--- src/rtl/scbd_pkg.sv ---
`default_nettype none
package scbd_pkg;

  typedef logic signed [19:0] coord_t;
  typedef logic signed [39:0] addr_t;

  typedef struct packed {
    logic   valid;
    coord_t x;
    coord_t y;
    coord_t cols;
    coord_t rows;
  } draw_req_t;

  typedef enum logic [2:0] {
    CMD_RC,
    CMD_RF,
    CMD_VL,
    CMD_HL,
    CMD_SZ
  } cmd_e;

  typedef enum logic [3:0] {
    C_IDLE,
    C_POP,
    C_POP_WAIT,
    C_EXEC,
    C_DRAW,
    C_DRAW_WAIT,
    C_PIX_MUL,
    C_PIX_RD,
    C_PIX_OUT
  } ctrl_state_e;

  typedef enum logic [2:0] {
    E_IDLE,
    E_CLEAR,
    E_MUL,
    E_LEN,
    E_ROW,
    E_CHK,
    E_PIX
  } eng_state_e;

  localparam logic [7:0] CH_SPACE = 8'h20;
  localparam logic [7:0] CH_NL    = 8'h0a;
  localparam logic [7:0] CH_0     = 8'h30;
  localparam logic [7:0] CH_9     = 8'h39;
  localparam logic [7:0] CH_R     = 8'h72;
  localparam logic [7:0] CH_C     = 8'h63;
  localparam logic [7:0] CH_F     = 8'h66;
  localparam logic [7:0] CH_V     = 8'h76;
  localparam logic [7:0] CH_H     = 8'h68;
  localparam logic [7:0] CH_L     = 8'h6c;
  localparam logic [7:0] CH_S     = 8'h73;
  localparam logic [7:0] CH_Z     = 8'h7a;

  localparam logic [15:0] WIDTH_RESET  = 16'd320;
  localparam logic [15:0] HEIGHT_RESET = 16'd200;

endpackage
`default_nettype wire

--- src/rtl/scbd_ram.sv ---
`default_nettype none
module scbd_ram #(
  parameter int WIDTH = 1,
  parameter int DEPTH = 64,
  localparam int AW = (DEPTH > 1) ? $clog2(DEPTH) : 1
) (
  input  logic             clk_i,
  input  logic             we_i,
  input  logic [AW-1:0]    addr_i,
  input  logic [WIDTH-1:0] wdata_i,
  output logic [WIDTH-1:0] rdata_o
);

  logic [WIDTH-1:0] mem [DEPTH];

  always_ff @(posedge clk_i) begin
    if (we_i) begin
      mem[addr_i] <= wdata_i;
    end
    rdata_o <= mem[addr_i];
  end

endmodule
`default_nettype wire

--- src/rtl/scbd_ctrl.sv ---
`default_nettype none
module scbd_ctrl #(
  parameter int BITMAP_BITS = 262144,
  parameter int STACK_DEPTH = 32,
  parameter int WORD_LIMIT  = 32,
  localparam int AB = $clog2(BITMAP_BITS)
) (
  input  logic                clk_i,
  input  logic                rst_ni,
  input  logic                start_i,
  input  logic                func_i,
  input  logic [7:0]          char_byte_i,
  input  logic [15:0]         read_x_i,
  input  logic [15:0]         read_y_i,
  input  logic                eng_busy_i,
  input  logic                rd_data_i,
  output logic                busy_o,
  output scbd_pkg::draw_req_t req_o,
  output logic [15:0]         frame_width_o,
  output logic [AB-1:0]       rd_addr_o,
  output logic                valid_o,
  output logic                pixel_o
);
  import scbd_pkg::*;

  localparam int SAW = $clog2(STACK_DEPTH);
  localparam int CW  = $clog2(STACK_DEPTH + 1);
  localparam int LW  = $clog2(WORD_LIMIT);

  ctrl_state_e state_q, state_d;
  cmd_e cmd_q, cmd_d;
  logic [1:0] k_q, jc_q;
  logic signed [16:0] popv_q [4];
  logic [CW-1:0] count_q;
  logic [LW-1:0] wlen_q;
  logic [7:0] wa_q, wb_q;
  logic [15:0] wnum_q, fw_q, fh_q, rx_q, ry_q;
  logic dend_q;
  logic [32:0] pos_q;
  logic inr_q, valid_q, pixel_q;

  logic acc, sep, digit_c, digit_a, cmd_hit, stk_we, last_pop, last_job;
  logic [SAW-1:0] stk_addr;
  logic [15:0] stk_rd;
  logic [19:0] nv;
  logic [1:0] npop_m1;
  logic [CW-1:0] cnt_m1;

  assign busy_o  = (state_q != C_IDLE) || eng_busy_i;
  assign acc     = start_i && !busy_o;
  assign sep     = (char_byte_i == CH_SPACE) || (char_byte_i == CH_NL);
  assign digit_c = (char_byte_i >= CH_0) && (char_byte_i <= CH_9);
  assign digit_a = (wa_q >= CH_0) && (wa_q <= CH_9);
  assign nv      = {4'b0, wnum_q} * 20'd10 + {12'b0, char_byte_i - CH_0};
  assign cnt_m1  = count_q - CW'(1);
  assign stk_we  = acc && !func_i && sep && (wlen_q != '0) && digit_a
                   && (count_q < CW'(STACK_DEPTH));
  assign stk_addr = stk_we ? count_q[SAW-1:0] : cnt_m1[SAW-1:0];

  always_comb begin
    cmd_hit = 1'b0;
    cmd_d   = CMD_SZ;
    if (wlen_q == LW'(2) && !digit_a) begin
      if (wa_q == CH_R && wb_q == CH_C) begin
        cmd_hit = 1'b1;
        cmd_d   = CMD_RC;
      end else if (wa_q == CH_R && wb_q == CH_F) begin
        cmd_hit = 1'b1;
        cmd_d   = CMD_RF;
      end else if (wa_q == CH_V && wb_q == CH_L) begin
        cmd_hit = 1'b1;
        cmd_d   = CMD_VL;
      end else if (wa_q == CH_H && wb_q == CH_L) begin
        cmd_hit = 1'b1;
        cmd_d   = CMD_HL;
      end else if (wa_q == CH_S && wb_q == CH_Z) begin
        cmd_hit = 1'b1;
        cmd_d   = CMD_SZ;
      end
    end
  end

  always_comb begin
    unique case (cmd_q)
      CMD_RC, CMD_RF: npop_m1 = 2'd3;
      CMD_VL, CMD_HL: npop_m1 = 2'd2;
      default:        npop_m1 = 2'd1;
    endcase
  end
  assign last_pop = k_q == npop_m1;
  assign last_job = (cmd_q != CMD_RC) || (jc_q == 2'd3);

  // draw job for the current command and job index
  always_comb begin
    coord_t p0, p1, p2, p3;
    p0 = coord_t'(popv_q[0]);
    p1 = coord_t'(popv_q[1]);
    p2 = coord_t'(popv_q[2]);
    p3 = coord_t'(popv_q[3]);
    req_o = '0;
    unique case (cmd_q)
      CMD_RC: begin
        req_o.x    = p3;
        req_o.y    = p2;
        req_o.cols = coord_t'(1);
        req_o.rows = p0;
        case (jc_q)
          2'd1: begin
            req_o.cols = p1;
            req_o.rows = coord_t'(1);
          end
          2'd2: begin
            req_o.y    = p2 + p0 - coord_t'(1);
            req_o.cols = p1;
            req_o.rows = coord_t'(1);
          end
          2'd3: req_o.x = p3 + p1 - coord_t'(1);
          default: ;
        endcase
      end
      CMD_RF: begin
        req_o.x    = p3;
        req_o.y    = p2;
        req_o.cols = p1;
        req_o.rows = p0;
      end
      CMD_VL: begin
        req_o.x    = p2;
        req_o.y    = p1;
        req_o.cols = coord_t'(1);
        req_o.rows = p0;
      end
      CMD_HL: begin
        req_o.x    = p2;
        req_o.y    = p1;
        req_o.cols = p0;
        req_o.rows = coord_t'(1);
      end
      default: ;
    endcase
    req_o.valid = state_q == C_DRAW;
  end

  always_comb begin
    state_d = state_q;
    unique case (state_q)
      C_IDLE: begin
        if (acc) begin
          if (func_i) state_d = C_PIX_MUL;
          else if (sep && cmd_hit) state_d = C_POP;
        end
      end
      C_POP: begin
        if (count_q != '0) state_d = C_POP_WAIT;
        else if (last_pop) state_d = C_EXEC;
      end
      C_POP_WAIT:  state_d = last_pop ? C_EXEC : C_POP;
      C_EXEC:      state_d = (cmd_q == CMD_SZ) ? C_IDLE : C_DRAW;
      C_DRAW:      state_d = C_DRAW_WAIT;
      C_DRAW_WAIT: begin
        if (!eng_busy_i) state_d = last_job ? C_IDLE : C_DRAW;
      end
      C_PIX_MUL:   state_d = C_PIX_RD;
      C_PIX_RD:    state_d = C_PIX_OUT;
      C_PIX_OUT:   state_d = C_IDLE;
      default:     state_d = C_IDLE;
    endcase
  end

  always_comb begin
    rd_addr_o     = pos_q[AB-1:0];
    frame_width_o = fw_q;
    valid_o       = valid_q;
    pixel_o       = pixel_q;
  end

  always_ff @(posedge clk_i or negedge rst_ni) begin
    if (!rst_ni) begin
      state_q <= C_IDLE;
      cmd_q   <= CMD_SZ;
      k_q     <= '0;
      jc_q    <= '0;
      count_q <= '0;
      wlen_q  <= '0;
      wa_q    <= '0;
      wb_q    <= '0;
      wnum_q  <= '0;
      dend_q  <= 1'b0;
      fw_q    <= WIDTH_RESET;
      fh_q    <= HEIGHT_RESET;
      valid_q <= 1'b0;
    end else begin
      state_q <= state_d;
      valid_q <= state_q == C_PIX_OUT;
      unique case (state_q)
        C_IDLE: begin
          k_q  <= '0;
          jc_q <= '0;
          if (acc && !func_i) begin
            if (sep) begin
              wlen_q <= '0;
              wnum_q <= '0;
              dend_q <= 1'b0;
              cmd_q  <= cmd_d;
              if (stk_we) count_q <= count_q + CW'(1);
            end else if (wlen_q < LW'(WORD_LIMIT - 1)) begin
              if (wlen_q == '0) wa_q <= char_byte_i;
              if (wlen_q == LW'(1)) wb_q <= char_byte_i;
              if (!dend_q && digit_c) wnum_q <= (nv > 20'd65535) ? 16'hffff : nv[15:0];
              else dend_q <= 1'b1;
              wlen_q <= wlen_q + LW'(1);
            end
          end
        end
        C_POP: begin
          if (count_q != '0) begin
            count_q <= cnt_m1;
          end else begin
            k_q <= k_q + 2'd1;
          end
        end
        C_POP_WAIT: k_q <= k_q + 2'd1;
        C_EXEC: begin
          if (cmd_q == CMD_SZ) begin
            fw_q <= popv_q[1][15:0];
            fh_q <= popv_q[0][15:0];
          end
        end
        C_DRAW_WAIT: if (!eng_busy_i) jc_q <= jc_q + 2'd1;
        default: ;
      endcase
    end
  end

  always_ff @(posedge clk_i) begin
    case (state_q)
      C_IDLE: begin
        rx_q <= read_x_i;
        ry_q <= read_y_i;
      end
      C_POP:      if (count_q == '0) popv_q[k_q] <= -17'sd1;
      C_POP_WAIT: popv_q[k_q] <= $signed({1'b0, stk_rd});
      C_PIX_MUL:  pos_q <= {1'b0, 32'(ry_q) * 32'(fw_q)} + {17'b0, rx_q};
      C_PIX_RD:   inr_q <= pos_q < 33'(BITMAP_BITS);
      C_PIX_OUT:  pixel_q <= inr_q & rd_data_i;
      default: ;
    endcase
  end

  scbd_ram #(.WIDTH(16), .DEPTH(STACK_DEPTH)) u_stack (
    .clk_i  (clk_i),
    .we_i   (stk_we),
    .addr_i (stk_addr),
    .wdata_i(wnum_q),
    .rdata_o(stk_rd)
  );

endmodule
`default_nettype wire

--- config.mk ---
export PLATFORM = sky130hd
export DESIGN_NAME = scbd_ctrl
export DESIGN_NICKNAME = d
export VERILOG_FILES = /design/src/rtl/scbd_pkg.sv /design/src/rtl/scbd_ram.sv /design/src/rtl/scbd_ctrl.sv
export SDC_FILE = /design/constraint.sdc
export NUM_CORES = 2
export LEC_CHECK = 0
export BUFFER_PORTS_ARGS = -buffer_cell sky130_fd_sc_hd__clkbuf_2
export CAP_MARGIN = 30
export CORE_AREA = 2 2 349 386
export DETAILED_ROUTE_END_ITERATION = 6
export DIE_AREA = 0 0 351 388
export GPL_TIMING_DRIVEN = 0
export PLACE_DENSITY = 0.57
export SLEW_MARGIN = 40
export SYNTH_ARGS = -nofsm -noshare
export SYNTH_HDL_FRONTEND = slang
export SYNTH_SLANG_ARGS = --single-unit
--- constraint.sdc ---
create_clock -name clk_i -period 19.9 [get_ports clk_i]
set_input_delay 1.99 -clock clk_i [delete_from_list [all_inputs] [get_ports clk_i]]
set_output_delay 1.99 -clock clk_i [all_outputs]
set_load 0.03 [all_outputs]
* Word level (Yosys, flattened, before mapping)
Memory sizes are Yosys's and may differ from the RTL's. A register that Yosys moved wholly into a read port is not among the register bits.
Cells that the tools add are included.
** Cells by class
- Add/sub/neg operators :: 12
- Multipliers :: 2
- $lt $le $gt $ge :: 8
- Equal/unequal tests :: 38
- Multiplexer cells :: 53
- Bitwise gates (word level) :: 3
- Reductions and logical operators :: 50
** Operator list (count)
- 80-bit one-hot mux with 4 select lines :: 1
- 8-bit by 7-bit == test with 1-bit output (second input constant) :: 8
- 16-bit 2-to-1 mux :: 4
- 20-bit 2-to-1 mux :: 2
- 40-bit 2-to-1 mux :: 1
- 18-bit by 2-bit subtractor with 19-bit output (second input constant) :: 2
- 17-bit by 17-bit adder with 18-bit output :: 2
- 32-bit by 16-bit adder with 33-bit output :: 1
- 33-bit by 19-bit < comparator with 1-bit output (second input constant) :: 1
- 16-bit by 16-bit multiplier with 32-bit output :: 1
- 4-bit one-hot mux with 8 select lines :: 1
- 4-bit 2-to-1 mux :: 6
- 6-bit 2-to-1 mux :: 4
- 3-bit 2-to-1 mux :: 7
- 20-bit by 8-bit adder with 20-bit output :: 1
- 20-bit by 16-bit > comparator with 1-bit output (second input constant) :: 1
- 16-bit by 3-bit multiplier with 19-bit output (second input constant) :: 1
- 17-bit 2-to-1 mux :: 1
- 4-bit by 3-bit == test with 1-bit output (second input constant) :: 4
- 8-bit by 6-bit >= comparator with 1-bit output (second input constant) :: 2
- 8-bit by 6-bit <= comparator with 1-bit output (second input constant) :: 2
- 1-bit logical AND :: 16
- 1-bit 2-to-1 mux :: 16
- 2-bit != test (second input constant) :: 8
- other kinds (45) :: 73
** Storage, ports and cells
- Bits in registers :: 139
- RAM bits :: 580
- Input bits :: 46
- Output and inout port bits :: 118
- Logic and storage cells :: 185
- Memories kept :: 2
** Memories
- u_stack.mem :: words 32, bits a word 16, read ports 1, clocked after Yosys merged registers in 1, wr ports 1, line scbd_ram.sv:14 : logic [WIDTH-1:0] mem [DEPTH];
- popv_q :: words 4, bits a word 17, read ports 4, clocked after Yosys merged registers in 0, wr ports 1, line scbd_ctrl.sv:33 : logic signed [16:0] popv_q [4];

* Depth between registers and ports, before layout
- Depth after elaboration :: 13
- Gate-level depth with buffers :: 25
- Gate-level depth less buffers :: 23

* By module
From an unflattened synthesis, not the netlist that was laid out.
** Second synthesis, totals
- Cell total of the unflattened synthesis :: 3378
- Area, all modules :: 41751.3 µm²
** Modules (own cells, without submodules)
- scbd_ctrl :: instances 1, cells each 2292, area an instance 21692.1 µm², seq. area each 5859.4 µm²
- scbd_ram :: instances 1, cells each 1086, area an instance 20059.2 µm², seq. area each 15695.1 µm²

* Worst setup path after synthesis
Ideal clock, no wire load.
- Path type :: register to register
- Start :: register fw_q[9], in the netlist frame_width_o[9], read port of popv_q
- End :: register pos_q[31] (data pin)
- Library setup time :: 259 ps
- Data arrival time :: 6667 ps
- Required time :: 19641 ps
- Setup slack :: 12974 ps
- Stages on the path, launching flop included :: 24
- Buffers on the path :: 2
- Clock period less this slack :: 6926 ps
- Cells stage by stage :: dfrtp_1 -> clkbuf_1 -> clkbuf_1 -> nand2_1 -> fa_1 -> inv_1 -> fa_1 -> inv_1 -> fa_1 -> inv_1 -> fa_1 -> fa_1 -> inv_1 -> fa_1 -> inv_1 -> ha_1 -> a21o_1 -> a21oi_1 -> o21bai_1 -> a21o_1 -> a2111oi_0 -> a2bb2oi_1 -> o211ai_1 -> a211o_1
** On the way
- Cells in the longest elaborated chain, start to end :: 2
** RTL lines
- start: declaration :: line scbd_ctrl.sv:37 : logic [15:0] wnum_q, fw_q, fh_q, rx_q, ry_q;
- 16-bit by 16-bit multiplier with 32-bit output :: line scbd_ctrl.sv:243 : C_PIX_MUL: pos_q <= {1'b0, 32'(ry_q) * 32'(fw_q)} + {17'b0, rx_q};
- 32-bit by 16-bit adder with 33-bit output :: line scbd_ctrl.sv:243
- end signal: assignment :: line scbd_ctrl.sv:243
- end: declaration :: line scbd_ctrl.sv:39 : logic [32:0] pos_q;
No other way between the ends.
A chain may end at the register's enable or synchronous reset.

* Worst setup path after layout
Same ends and word-level chain as after synthesis.

==> impl_metrics.toml <==
[clock_network]
postCtsHoldBufs = 0
cts-resized-gates = 0
h-tree-depth = 3
cts.root.buffer_cell = "clkbuf_16"
cts_tree = "yes"
clock_latency_ns = 0.72
cts_buffer_depth = 3
clock_sinks = 735
path_clk_slew_ns = 0.07
post-cts-setup-buffers = 0
cts_buffers = 81

[global_route]
grt_util_all_layers = 0.1877
grt_max_degree = 56
antenna_found_initial = 5
use_met2 = 0.3085
grt_pass1_wl_um = 187800
grt_overflow = 0
use_met1 = 0.2329
grt_pass1_vias = 28289
grt.busiest_layer = "met2"
met3_usage = 0.03813

[run]
cap_viol_max_count = 0

[timing]
hold_viol = 0
rsz0062_at_grt = "no"
clock.fmax_ghz = 0.1239
slew-limit-headroom = 0.3849
tns_ns = 0
fin_crit_ns = 8.070
report.final.slew_viol_count = 0
setup_viol = 0
finClkSkew_ns = 0.07728
period_share = 0.4055
tightest_slew_ns = 0.9226

[yosys]
synth_seq_cells = 735
synthesis.nets = 3776
syn_inst = 3288
syn_area_per_cell_um2 = 12.39
synth_seq_area_share = 0.5290
synth_async_sr_flop_share = 0.09796
yosys_warnings = 0
synth_cell_types = 76
synth_ff_type = "edfxtp_1"
synth_edf_count = 647
netlist.area_leader.share = 0.4768
synth.top_cells.by_area = "edfxtp_1 (48%), fa_1 (11%), ha_1 (7.0%)"
yosysTopAreaCell = "edfxtp_1"
synth_area_um2 = 40750

[route]
drtPass1Iterations = 6
wirelength_um = 128900
via_per_inst = 5.190
wl_per_cell_um = 23.72
drt_iter0_markers = 2589
drc = 0
postRouteAntennaNets = 0
num_vias = 28212

[worst_hold_path]
hold_class = "register to register"

[die]
fp.dieH_um = 388
ioPinCount = 164
rows = 140
die_w_um = 351
die-area_um2 = 136200
core-area_um2 = 131900
start_util = 0.3089

[finish]
layout_common_cells = "edfxtp_1 (647), inv_1 (432), nand2_1 (246), ha_1 (227), fa_1 (215)"
area_growth_pct = 17.49
final_common_cell = "edfxtp_1"
diodes = 0
drive_gt1_frac = 0.1366
finalNetCount = 4081
fin_area_um2 = 47870

[power_and_ir_drop]
ir_drop_v = 0.00008218
leakage_nw = 19.46
pwr_density_cell_nw_per_um2 = 105.7

[setup_path]
crit_path_max_incr_delay_ns = 0.62
crit_type = "register to register"
arrival_ns = 8.65
required_ns = 20.48
end_kind = "register"
critPathSlowestCell = "clkbuf_1"
cpMostUsedCell = "fa_1"
crit_fanout = 10
start_kind = "register"

[placement]
dp_hpwl_um = 96220
io_buffers = 163
gp_congestion = 0.9296
dpl_cell_area_um2 = 45260

[status]
status = "finished clean"
cell type report:
type / count / area [µm²]
Clock buffer: 105 / 2137
Sequential cell: 735 / 21570
Fill cell: 12775 / 84030
Timing Repair Buffer: 222 / 1947
Multi-Input combinational cell: 1941 / 17080
Buffer: 179 / 835.8
Inverter: 433 / 1625
Tap cell: 1775 / 2221
Clock inverter: 46 / 449.2
critical path, delay by kind of cell (launching register included):
family / cells / cell delay (ns)
AOI/OAI and AO/OA: 4 / 1.11
adders and majority gates: 7 / 3.31
buffers and inverters: 9 / 1.91
DFF: 1 / 0.35
and+or+nand+nor: 5 / 1.26
registers in the layout (all words and copies together), names as in the netlist, 6 cells and up:
name,cells
count_q,6
frame_width_o,16
popv_q,68
pos_q,33
rx_q,16
ry_q,16
u_stack.mem,512
u_stack.rdata_o,16
wa_q,8
wb_q,8
wnum_q,16
through the flow:
step	util	hold slack, ns	power (W)	cells	setup slack (ns)
floorplan	-	0.4432	0.002875	3288	12.97
global placement	0.3319	0.4586	0.003536	5226	10.39
detailed placement	0.3432	0.4776	0.003597	5285	11.87
CTS	0.3628	0.4907	0.005068	5436	11.85
global route	0.3629	0.5070	0.005259	5436	11.46
finish	0.3629	0.4813	0.005061	5436	11.83
final timing paths:
check | start | end | slack, ns | depth (start not counted)
max | frame_width_o[9] | pos_q[31] | 11.83 | 25
min | wb_q[5] | wb_q[5] | 0.48 | 2
max reg2reg | frame_width_o[9] | pos_q[31] | 11.83 | 25
min reg2reg | wb_q[5] | wb_q[5] | 0.48 | 2
max in group asynchronous | rst_ni | cmd_q[2] | 18.08 | 2
min in group asynchronous | rst_ni | frame_width_o[9] | 1.15 | 1
synthesized netlist by cell type, drive strengths merged (18+ instances only):
library cell and number:
nor3 43, dfrtp 69, a22o 144, ha 227
a221oi 133, and2 129, nor2 102, a21o 22
nand2 247, or4 23, nor2b 23, a21oi 88
edfxtp 647, xor2 34, o22ai 75, clkbuf 118
nand2b 35, o21ai 78, inv 433, xnor2 47
nand3 37, a22oi 18, buf 61, fa 215
report_power, final:
part	total, W	switching (W)	internal [W]
sequential	0.00189	0.0000922	0.00180
clock	0.00147	0.000662	0.000804
combinational	0.00171	0.00118	0.000527
total	0.00506	0.00193	0.00313
cell families after synthesis:
| group | after synthesis | share of synthesized area |
|---|---|---|
| fa+ha+maj | 442 | 0.1753 |
| xor+xnor | 81 | 0.01741 |
| mux | 18 | 0.004821 |
| flops | 735 | 0.5290 |
| simple gates | 722 | 0.09004 |
| buf+inv | 612 | 0.06016 |
| compound gates | 678 | 0.1232 |
routing by layer:
layer / up-vias / part of all wire / wire length (µm)
li1: 12459 / - / -
met4: 2 / 0.055 / 7034
met3: 306 / 0.082 / 10570
met1: 14211 / 0.39 / 50340
met2: 1234 / 0.47 / 60990
met5: - / 0.000062 / 8
(Power assumes the default switching activity.)
